`src/rtl/lmdm_pkg.sv`:
```
// Shared types, constants and helpers for the lamp matrix duty monitor.
package lmdm_pkg;

    localparam int ROWS_DEF = 16;
    localparam int COLS_DEF = 16;
    localparam int CNT_W    = 32;
    localparam int CLK_W    = 64;

    localparam logic [CNT_W-1:0] CNT_MAX = '1;

    localparam logic [1:0] OP_ADVANCE = 2'd0;
    localparam logic [1:0] OP_STROBE  = 2'd1;
    localparam logic [1:0] OP_DATA    = 2'd2;

    typedef struct packed {
        logic [1:0]  opcode;
        logic [31:0] elapsed_cycles;
        logic [3:0]  strobe_row;
        logic [15:0] row_data;
    } t_in_item;

    typedef struct packed {
        logic [7:0]  lamp_index;
        logic [31:0] duty_cycles;
        logic [31:0] period_cycles;
        logic        last_of_run;
    } t_out_item;

    // One counter store word: both counters of one lamp.
    typedef struct packed {
        logic [CNT_W-1:0] on_cnt;
        logic [CNT_W-1:0] off_cnt;
    } t_cnt_word;

    // Per-lamp update control from the sequencer.
    typedef struct packed {
        logic             emit;
        logic             lamp_on;
        logic [CNT_W-1:0] elapsed;
    } t_upd_ctl;

    function automatic logic [CNT_W-1:0] sat_add32(
        input logic [CNT_W-1:0] a,
        input logic [CNT_W-1:0] b
    );
        logic [CNT_W:0] s;
        s = {1'b0, a} + {1'b0, b};
        return s[CNT_W] ? CNT_MAX : s[CNT_W-1:0];
    endfunction

endpackage

```
`src/rtl/lmdm_lamp_upd.sv`:
```
// Per-lamp counter update: saturating accumulate, or latch and clear on emit.
module lmdm_lamp_upd (
    input  lmdm_pkg::t_cnt_word          i_cur,
    input  lmdm_pkg::t_upd_ctl           i_ctl,
    output lmdm_pkg::t_cnt_word          o_nxt,
    output logic [lmdm_pkg::CNT_W-1:0]   o_duty,
    output logic [lmdm_pkg::CNT_W-1:0]   o_period
);
    import lmdm_pkg::*;

    logic [CNT_W-1:0] on_sum;
    logic [CNT_W-1:0] off_sum;

    always_comb begin
        on_sum   = sat_add32(i_cur.on_cnt, i_ctl.elapsed);
        off_sum  = sat_add32(i_cur.off_cnt, i_ctl.elapsed);
        o_duty   = i_cur.on_cnt;
        // emit pass runs on an unselected row, so only the off side grows
        o_period = sat_add32(i_cur.on_cnt, off_sum);
        o_nxt    = i_cur;
        if (i_ctl.emit) begin
            o_nxt = '0;
        end else if (i_ctl.lamp_on) begin
            o_nxt.on_cnt = on_sum;
        end else begin
            o_nxt.off_cnt = off_sum;
        end
    end

endmodule

```
`config.mk`:
```
export PLATFORM = sky130hd
export DESIGN_NAME = lmdm_lamp_upd
export DESIGN_NICKNAME = d
export VERILOG_FILES = /design/src/rtl/lmdm_pkg.sv /design/src/rtl/lmdm_lamp_upd.sv
export SDC_FILE = /design/constraint.sdc
export NUM_CORES = 1
export LEC_CHECK = 0
export BUFFER_PORTS_ARGS = -buffer_cell sky130_fd_sc_hd__clkbuf_2
export CAP_MARGIN = 30
export CORE_UTILIZATION = 40
export DETAILED_ROUTE_END_ITERATION = 16
export PLACE_DENSITY = 0.69
export SYNTH_ARGS = -nofsm -noshare
export SYNTH_HDL_FRONTEND = slang
export SYNTH_SLANG_ARGS = --single-unit
```
`constraint.sdc`:
```
create_clock -name vclk -period 18.8
set_clock_uncertainty 0.2 [all_clocks]
set_input_delay 3.76 -clock vclk [all_inputs]
set_output_delay 3.76 -clock vclk [all_outputs]
set_load 0.05 [all_outputs]
```
==> summary.md, run 1 <==
| Metric | Value |
|---|---|
| GP Congestion | `between 0.9 and 1` |
| Maxcap violations | `0` |
| Fin. max-slew vios | `0` |
| Max Freq | `76.2 MHz` |
| Top delay family on crit path | `compound AO/OA/AOI/OAI gates` |
| Final setup viols | `0` |
| Initial Utilization | `0.415` |
| Setup TNS Final | `0 ps` |
| Mapped Nets | `roughly 1200` |
| # clk buffers | `0` |
| # hold bufs at CTS | `0` |
| Row cnt | `45` |
| Setup Buffers After CTS | `0` |
| Cells after Synth | `approximately 960` |
| Vias | `roughly 7600` |
| WP data arrival | `just over 9000 ps` |
| Total power | `around 540 uW` |
| Avg Cell Area, Syn | `about 6.7 um^2` |
| Initial antenna violation count | `0` |
| Power per standard cell area | `approximately 74 mW/mm^2` |
| Final setup margin | `around 5700 ps` |
| Antenna Cells | `0` |
| First-pass GRT wire length | `around 35 mm` |
| Post-CTS resize count | `0` |
| Critical Path Sink Type | `primary output` |
| WL/cell | `~17 um` |
| Ports | `~230` |
| Register area share after synthesis | `0` |
| Initial DRT Pass Iterations | `7` |
| DRT iter0 DRCs | `approximately 560` |
| Largest net degree at the start of global routing | `between 60 and 70` |
| WHS | `about 7700 ps` |
| Die Ht | `between 100 and 150 um` |
| Vias per cell | `5.76` |
| Post-DP HPWL | `between 15 and 20 mm` |
| Peak supply drop | `0.0000392 V` |
| Final Hold Viols | `0` |
| Slew margin rel. | `0.519` |
| Area share of the largest cell type after synthesis | `0.190` |
| Netlist Area Pre-Place | `approximately 0.0064 mm^2` |
| Final ANT Viol Nets | `0` |
| P&R area growth vs syn | `15.5%` |
| CP max FO | `between 40 and 50` |
| FILL cells | `around 1700` |
| Slowest-stage cell, CP | `fa_1` |
| Port Buffers | `between 200 and 250` |
| CP required | `roughly 15000 ps` |
| Total GRT Usage | `0.264` |
| Total Routed Length | `23.0 mm` |
| Layout Nets | `approximately 1300` |
| Top post-synthesis cells by area | `ha_1 19%, a21oi_1 8.5%, a21o_1 6.6%, xnor2_1 6.3%, nand2_1 6.3%` |
| GRT overflow | `0` |
| Seq_cells | `0` |
| WP buf/inv | `5` |
| Fin crit period | `between 10000 and 15000 ps` |
| Leak Pwr | `roughly 3.6 nW` |
| Footprint of the multi-input gates | `between 0.005 and 0.006 mm^2` |
| Hold Path Class | `in2out` |
| Synth unique cells | `67` |
| Largest stage delay, worst path | `between 400 and 500 ps` |
| Die ar. | `roughly 0.016 mm^2` |
| Chip width | `between 100 and 150 um` |
| Cell taking the most area after synthesis | `ha_1` |
| Share of cells above drive strength 1 | `0.230` |
| WS Path Type | `in2out` |
| Vias in the first global route | `between 6000 and 7000` |
| Measured slew at the worst slew-check pin | `722 ps` |
| Sequential Area | `0 um^2` |
| Core Box Area | `roughly 0.015 mm^2` |
| CP startpoint kind | `input pin` |
| RSZ-0062 raised after global routing | `no` |
| Status | `finished clean` |
| Worst slack at placement | `about 5100 ps` |
| Period utilisation layout | `0.698` |
| Synth warnings | `0` |
| DRC Markers | `0` |
-- synthesized netlist by cell type, types with 7 or more instances --
cell	n
xnor2_1	46
nor3_1	14
a21o_1	56
buf_2	8
o21ai_0	59
nand2_1	107
o21bai_1	12
xor2_1	35
inv_1	25
o21a_1	7
a31oi_1	13
a211oi_1	40
nand2b_1	17
nor2_1	101
nor2b_1	13
o211ai_1	7
ha_1	97
o21ai_1	7
clkbuf_1	27
a21oi_1	108
buf_4	37
nand3_1	11
nand4_1	24
-- placed cells by master (no fill, tap or decap), drive strengths merged, types with 3 or more instances in the layout --
cell    count
clkbuf    226
a21oi     108
nand2     108
nor2      101
ha         97
o21ai      67
a21o       56
xnor2      46
a211oi     43
xor2       35
inv        25
nand4      24
nand2b     17
nor3       16
a31oi      14
nor2b      13
o21bai     12
nand3      11
o21a        7
o211ai      7
and3        7
a311oi      7
a221oi      6
buf         6
a41oi       5
o31ai       4
a31o        4
o221ai      4
a21boi      4
a211o       4
and2        4
fa          3
-- stage by stage --
step / util / area [um^2] / std cells
floorplan: - / 6390 / 956
global placement: 0.477 / 7360 / 1319
detailed placement: 0.477 / 7360 / 1319
CTS: 0.477 / 7360 / 1319
global route: 0.479 / 7380 / 1320
finish: 0.479 / 7380 / 1320
-- final timing paths --
kind	from	endpoint	slack, ps	cells past startpoint
max	i_cur[0]	o_period[2]	5680	25
min	i_cur[32]	o_duty[0]	7690	2
-- report_power, final --
| part | internal [mW] | switching, mW | total, mW |
|---|---|---|---|
| Combinational | 0.168 | 0.376 | 0.543 |
| Clock | 0 | 0 | 0 |
| Sequential | 0 | 0 | 0 |
| Total | 0.168 | 0.376 | 0.543 |
-- layer usage --
| metal | vias up | GRT usage | part of all wire |
|---|---|---|---|
| met4 | 0 | 0.0671 | 0.029 |
| met2 | 312 | 0.403 | 0.42 |
| met3 | 49 | 0.0166 | 0.071 |
| met5 | - | 0 | 0 |
| met1 | 3428 | 0.397 | 0.48 |
| li1 | 3808 | - | - |
-- cells by family after synthesis --
logic type | Yosys count | share of synthesized area
fa+ha+maj | 100 | 0.199
compound gates | 361 | 0.375
simple gates | 308 | 0.222
mux | 2 | 0.00313
xor+xnor | 81 | 0.111
buf+inv | 104 | 0.0898
-- layout make-up --
| cell class | count | share of cell area |
|---|---|---|
| repair buffers | 232 | 0.162 |
| multi-input cells | 852 | 0.790 |
| well taps | 211 | 0.0358 |
| inverters | 25 | 0.0127 |
(Power assumes the default switching activity.)
==> run 2: changes to the inputs <==
Settings changed: ABC_AREA set to 1.
Clock period 18.8 ns to 11.2 ns, I/O delays scaled along.
==> run 2 against run 1 <==
Net effect: sequential share of layout area did not move; cell count rose by 59%; worst hold slack got worse by 3000 ps; combinational power grew 88%; critical path depth increased by 2; global-route usage up 4.4 points; critical path type unchanged; synthesized cell count grew 73%; via count increased by 39%; first-iteration DRC count rose by 27%; die area rose by 31%.
==> summary.md, run 2 <==
| Metric | Value |
|---|---|
| # clk buffers | `0 (unchanged)` |
| Slew margin rel. | `0.621 (was 0.519)` |
| Antenna Cells | `0 (unchanged)` |
| Final setup viols | `0 (unchanged)` |
| DRC Markers | `0 (unchanged)` |
| Commonest cells in the netlist | `544 x nand2_1, 291 x inv_1, 186 x nor2_1 (was 108 x a21oi_1, 107 x nand2_1, 101 x nor2_1)` |
| Fin crit period | `8990 ps` |
| Total GRT Usage | `0.308 (was 0.264)` |
| Synth unique cells | `40 (was 67)` |
| Synth warnings | `0 (unchanged)` |
| Layout Nets | `2026 (was 1309)` |
| Switching share of power | `0.730 (was 0.691)` |
| Measured slew at the worst slew-check pin | `563 ps (was 722 ps)` |
| Psw | `747 uW (was 376 uW)` |
| Hold path depth | `2 (unchanged)` |
| Hold endpoint | `o_duty[0] (unchanged)` |
| Share of cells above drive strength 1 | `0.174 (was 0.230)` |
| Die Ht | `147 um (was 128 um)` |
| Post-DP HPWL | `30.1 mm (was 19.3 mm)` |
| Cells after Synth | `1652 (was 956)` |
| Sequential share of power | `0 (about the same)` |
| Mapped Nets | `1850 (was 1154)` |
| # hold bufs at CTS | `0 (unchanged)` |
| Initial Utilization | `0.412 (was 0.415)` |
| Seq_cells | `0 (unchanged)` |
| Setup Buffers After CTS | `0 (unchanged)` |
| Critical Path Sink Type | `primary output (unchanged)` |
| GP Congestion | `0.983 (was 0.981)` |
| Initial antenna violation count | `1 (was 0)` |
| Worst slack at placement | `2270 ps (was 5070 ps)` |
| CP max FO | `32 (was 43)` |
| Vias | `10600 (was 7597)` |
| Final ANT Viol Nets | `0 (unchanged)` |
| Total Routed Length | `34.1 mm (was 23.0 mm)` |
| Status | `finished clean (unchanged)` |
| Chip width | `147 um (was 128 um)` |
| Setup TNS Final | `0 ps (unchanged)` |
| Register area share after synthesis | `0 (unchanged)` |
| Top post-synthesis cells by area | `nand2_1 24%, ha_1 14%, inv_1 13%, nor2_1 8.3%, a21oi_1 5.5% (was ha_1 19%, a21oi_1 8.5%, a21o_1 6.6%, xnor2_1 6.3%, nand2_1 6.3%)` |
| WL/cell | `16.3 um (was 17.4 um)` |
| Area share of the largest cell type after synthesis | `0.242 (was 0.190)` |
| Avg Cell Area, Syn | `5.10 um^2 (was 6.69 um^2)` |
| FILL cells | `2418 (was 1696)` |
| Sequential Area | `0 um^2 (unchanged)` |
| Period utilisation layout | `0.803` |
| Pint | `277 uW (was 168 uW)` |
| WS Path Type | `in2out (unchanged)` |
| Maxcap violations | `0 (unchanged)` |
| Leak Pwr | `5.82 nW (was 3.65 nW)` |
| P&R area growth vs syn | `13.5% (was 15.5%)` |
| RSZ-0062 raised after global routing | `no (unchanged)` |
| Final Hold Viols | `0 (unchanged)` |
| Most frequent cells in the layout | `544 x nand2_1, 291 x inv_1, 226 x clkbuf_2 (was 226 x clkbuf_2, 108 x a21oi_1, 107 x nand2_1)` |
| Hold Path Class | `in2out (unchanged)` |
| Max Freq | `111 MHz` |
| CP startpoint kind | `input pin (unchanged)` |
| Fin. max-slew vios | `0 (unchanged)` |
| Commonest non-fill, non-tap cell in the layout | `nand2_1 (was clkbuf_2)` |
| Cell taking the most area after synthesis | `nand2_1 (was ha_1)` |
| WP data arrival | `6550 ps (was 9160 ps)` |
| Die ar. | `0.0216 mm^2 (was 0.0165 mm^2)` |
| Hold Crit Start | `i_cur[32] (unchanged)` |
| Largest net degree at the start of global routing | `57 (was 65)` |
| Initial DRT Pass Iterations | `5 (was 7)` |
| First-pass GRT wire length | `52.6 mm (was 34.7 mm)` |
| Ports | `226 (unchanged)` |
| Vias in the first global route | `10100 (was 6558)` |
| Clock share of power | `0 (about the same)` |
| GRT overflow | `0 (unchanged)` |
| Combinational fraction of design power | `1.000 (about the same)` |
| Row cnt | `52 (was 45)` |
| Core Box Area | `0.0204 mm^2 (was 0.0154 mm^2)` |
| DRT iter0 DRCs | `703 (was 555)` |
| CP required | `8760 ps (was 14840 ps)` |
| Peak supply drop | `0.0000412 V (was 0.0000392 V)` |
| Port Buffers | `226 (unchanged)` |
| Netlist Area Pre-Place | `0.00842 mm^2 (was 0.00639 mm^2)` |
| Final setup margin | `2210 ps (was 5680 ps)` |
| Count leader, synth | `nand2_1 (was a21oi_1)` |
| Vias per cell | `5.05 (was 5.76)` |
| Power per standard cell area | `107 mW/mm^2 (was 73.6 mW/mm^2)` |
| Post-CTS resize count | `0 (unchanged)` |
-- run 2: cells by family after synthesis --
group,share of synthesized area
adder cells (fa/ha/maj),0.151
AO/OA/AOI/OAI,0.169
XOR/XNOR,0.0437
buffers and inverters,0.180
AND/OR/NAND/NOR,0.456
-- run 2: per-layer routing --
metal | vias to the layer above | share of wire | global-route usage
met3 | 35 | 0.046 | 0.00932
li1 | 5523 | - | -
met4 | 0 | 0.019 | 0.0531
met2 | 294 | 0.47 | 0.543
met1 | 4726 | 0.46 | 0.421
met5 | - | 0 | 0
-- run 2: power groups by stage --
stage | Sequential [mW] | Combinational (mW) | Clock (mW)
floorplan | 0 | 0.777 | 0
global placement | 0 | 1.01 | 0
detailed placement | 0 | 1.01 | 0
CTS | 0 | 1.02 | 0
global route | 0 | 1.11 | 0
finish | 0 | 1.02 | 0
-- run 2: cell type report --
cell class	instances	area [um^2]	share of cell area
Multi-Input combinational cell	1294	6900	0.722
Timing Repair Buffer	230	1180	0.124
Tap cell	270	338	0.0354
Inverter	302	1130	0.119
-- run 2: metrics by stage --
stage               cells   util  hold slack (ps)  cell area, um^2  total power, mW
detailed placement   2096  0.468             4670             9560             1.01
global placement     2095  0.466             4670             9530             1.01
floorplan            1652      -             4450             8420            0.777
finish               2096  0.468             4680             9560             1.02
global route         2096  0.468             4680             9560             1.11
CTS                  2096  0.468             4670             9560             1.02
-- run 2: critical path, stage by stage --
cell      delay (ps)
clkbuf_2         110
ha_1             230
fa_1             450
nand3_2          130
nand3_4           90
nand2_2           70
nand2_2           70
nand2_1           80
nand2_2           80
a21oi_4          440
inv_2            210
nor2_1           190
inv_1             70
ha_1             190
inv_1            100
fa_1             220
inv_1             80
nand3_1           60
nand2_1           90
nand2_1           90
nand2_2           70
nand3_1           90
nand2_1          130
nand2_2          120
o21a_4           390
nand3_1          150
clkbuf_2         270
-- run 2: how the worst max path moves through the flow --
stage,from,end
after floorplan,i_cur[0],o_period[21]
after global placement,i_ctl[0],o_period[6]
after detailed placement,i_ctl[0],o_period[5]
after CTS,i_ctl[0],o_period[5]
after global routing,i_ctl[0],o_period[24]
final,i_ctl[0],o_period[5]
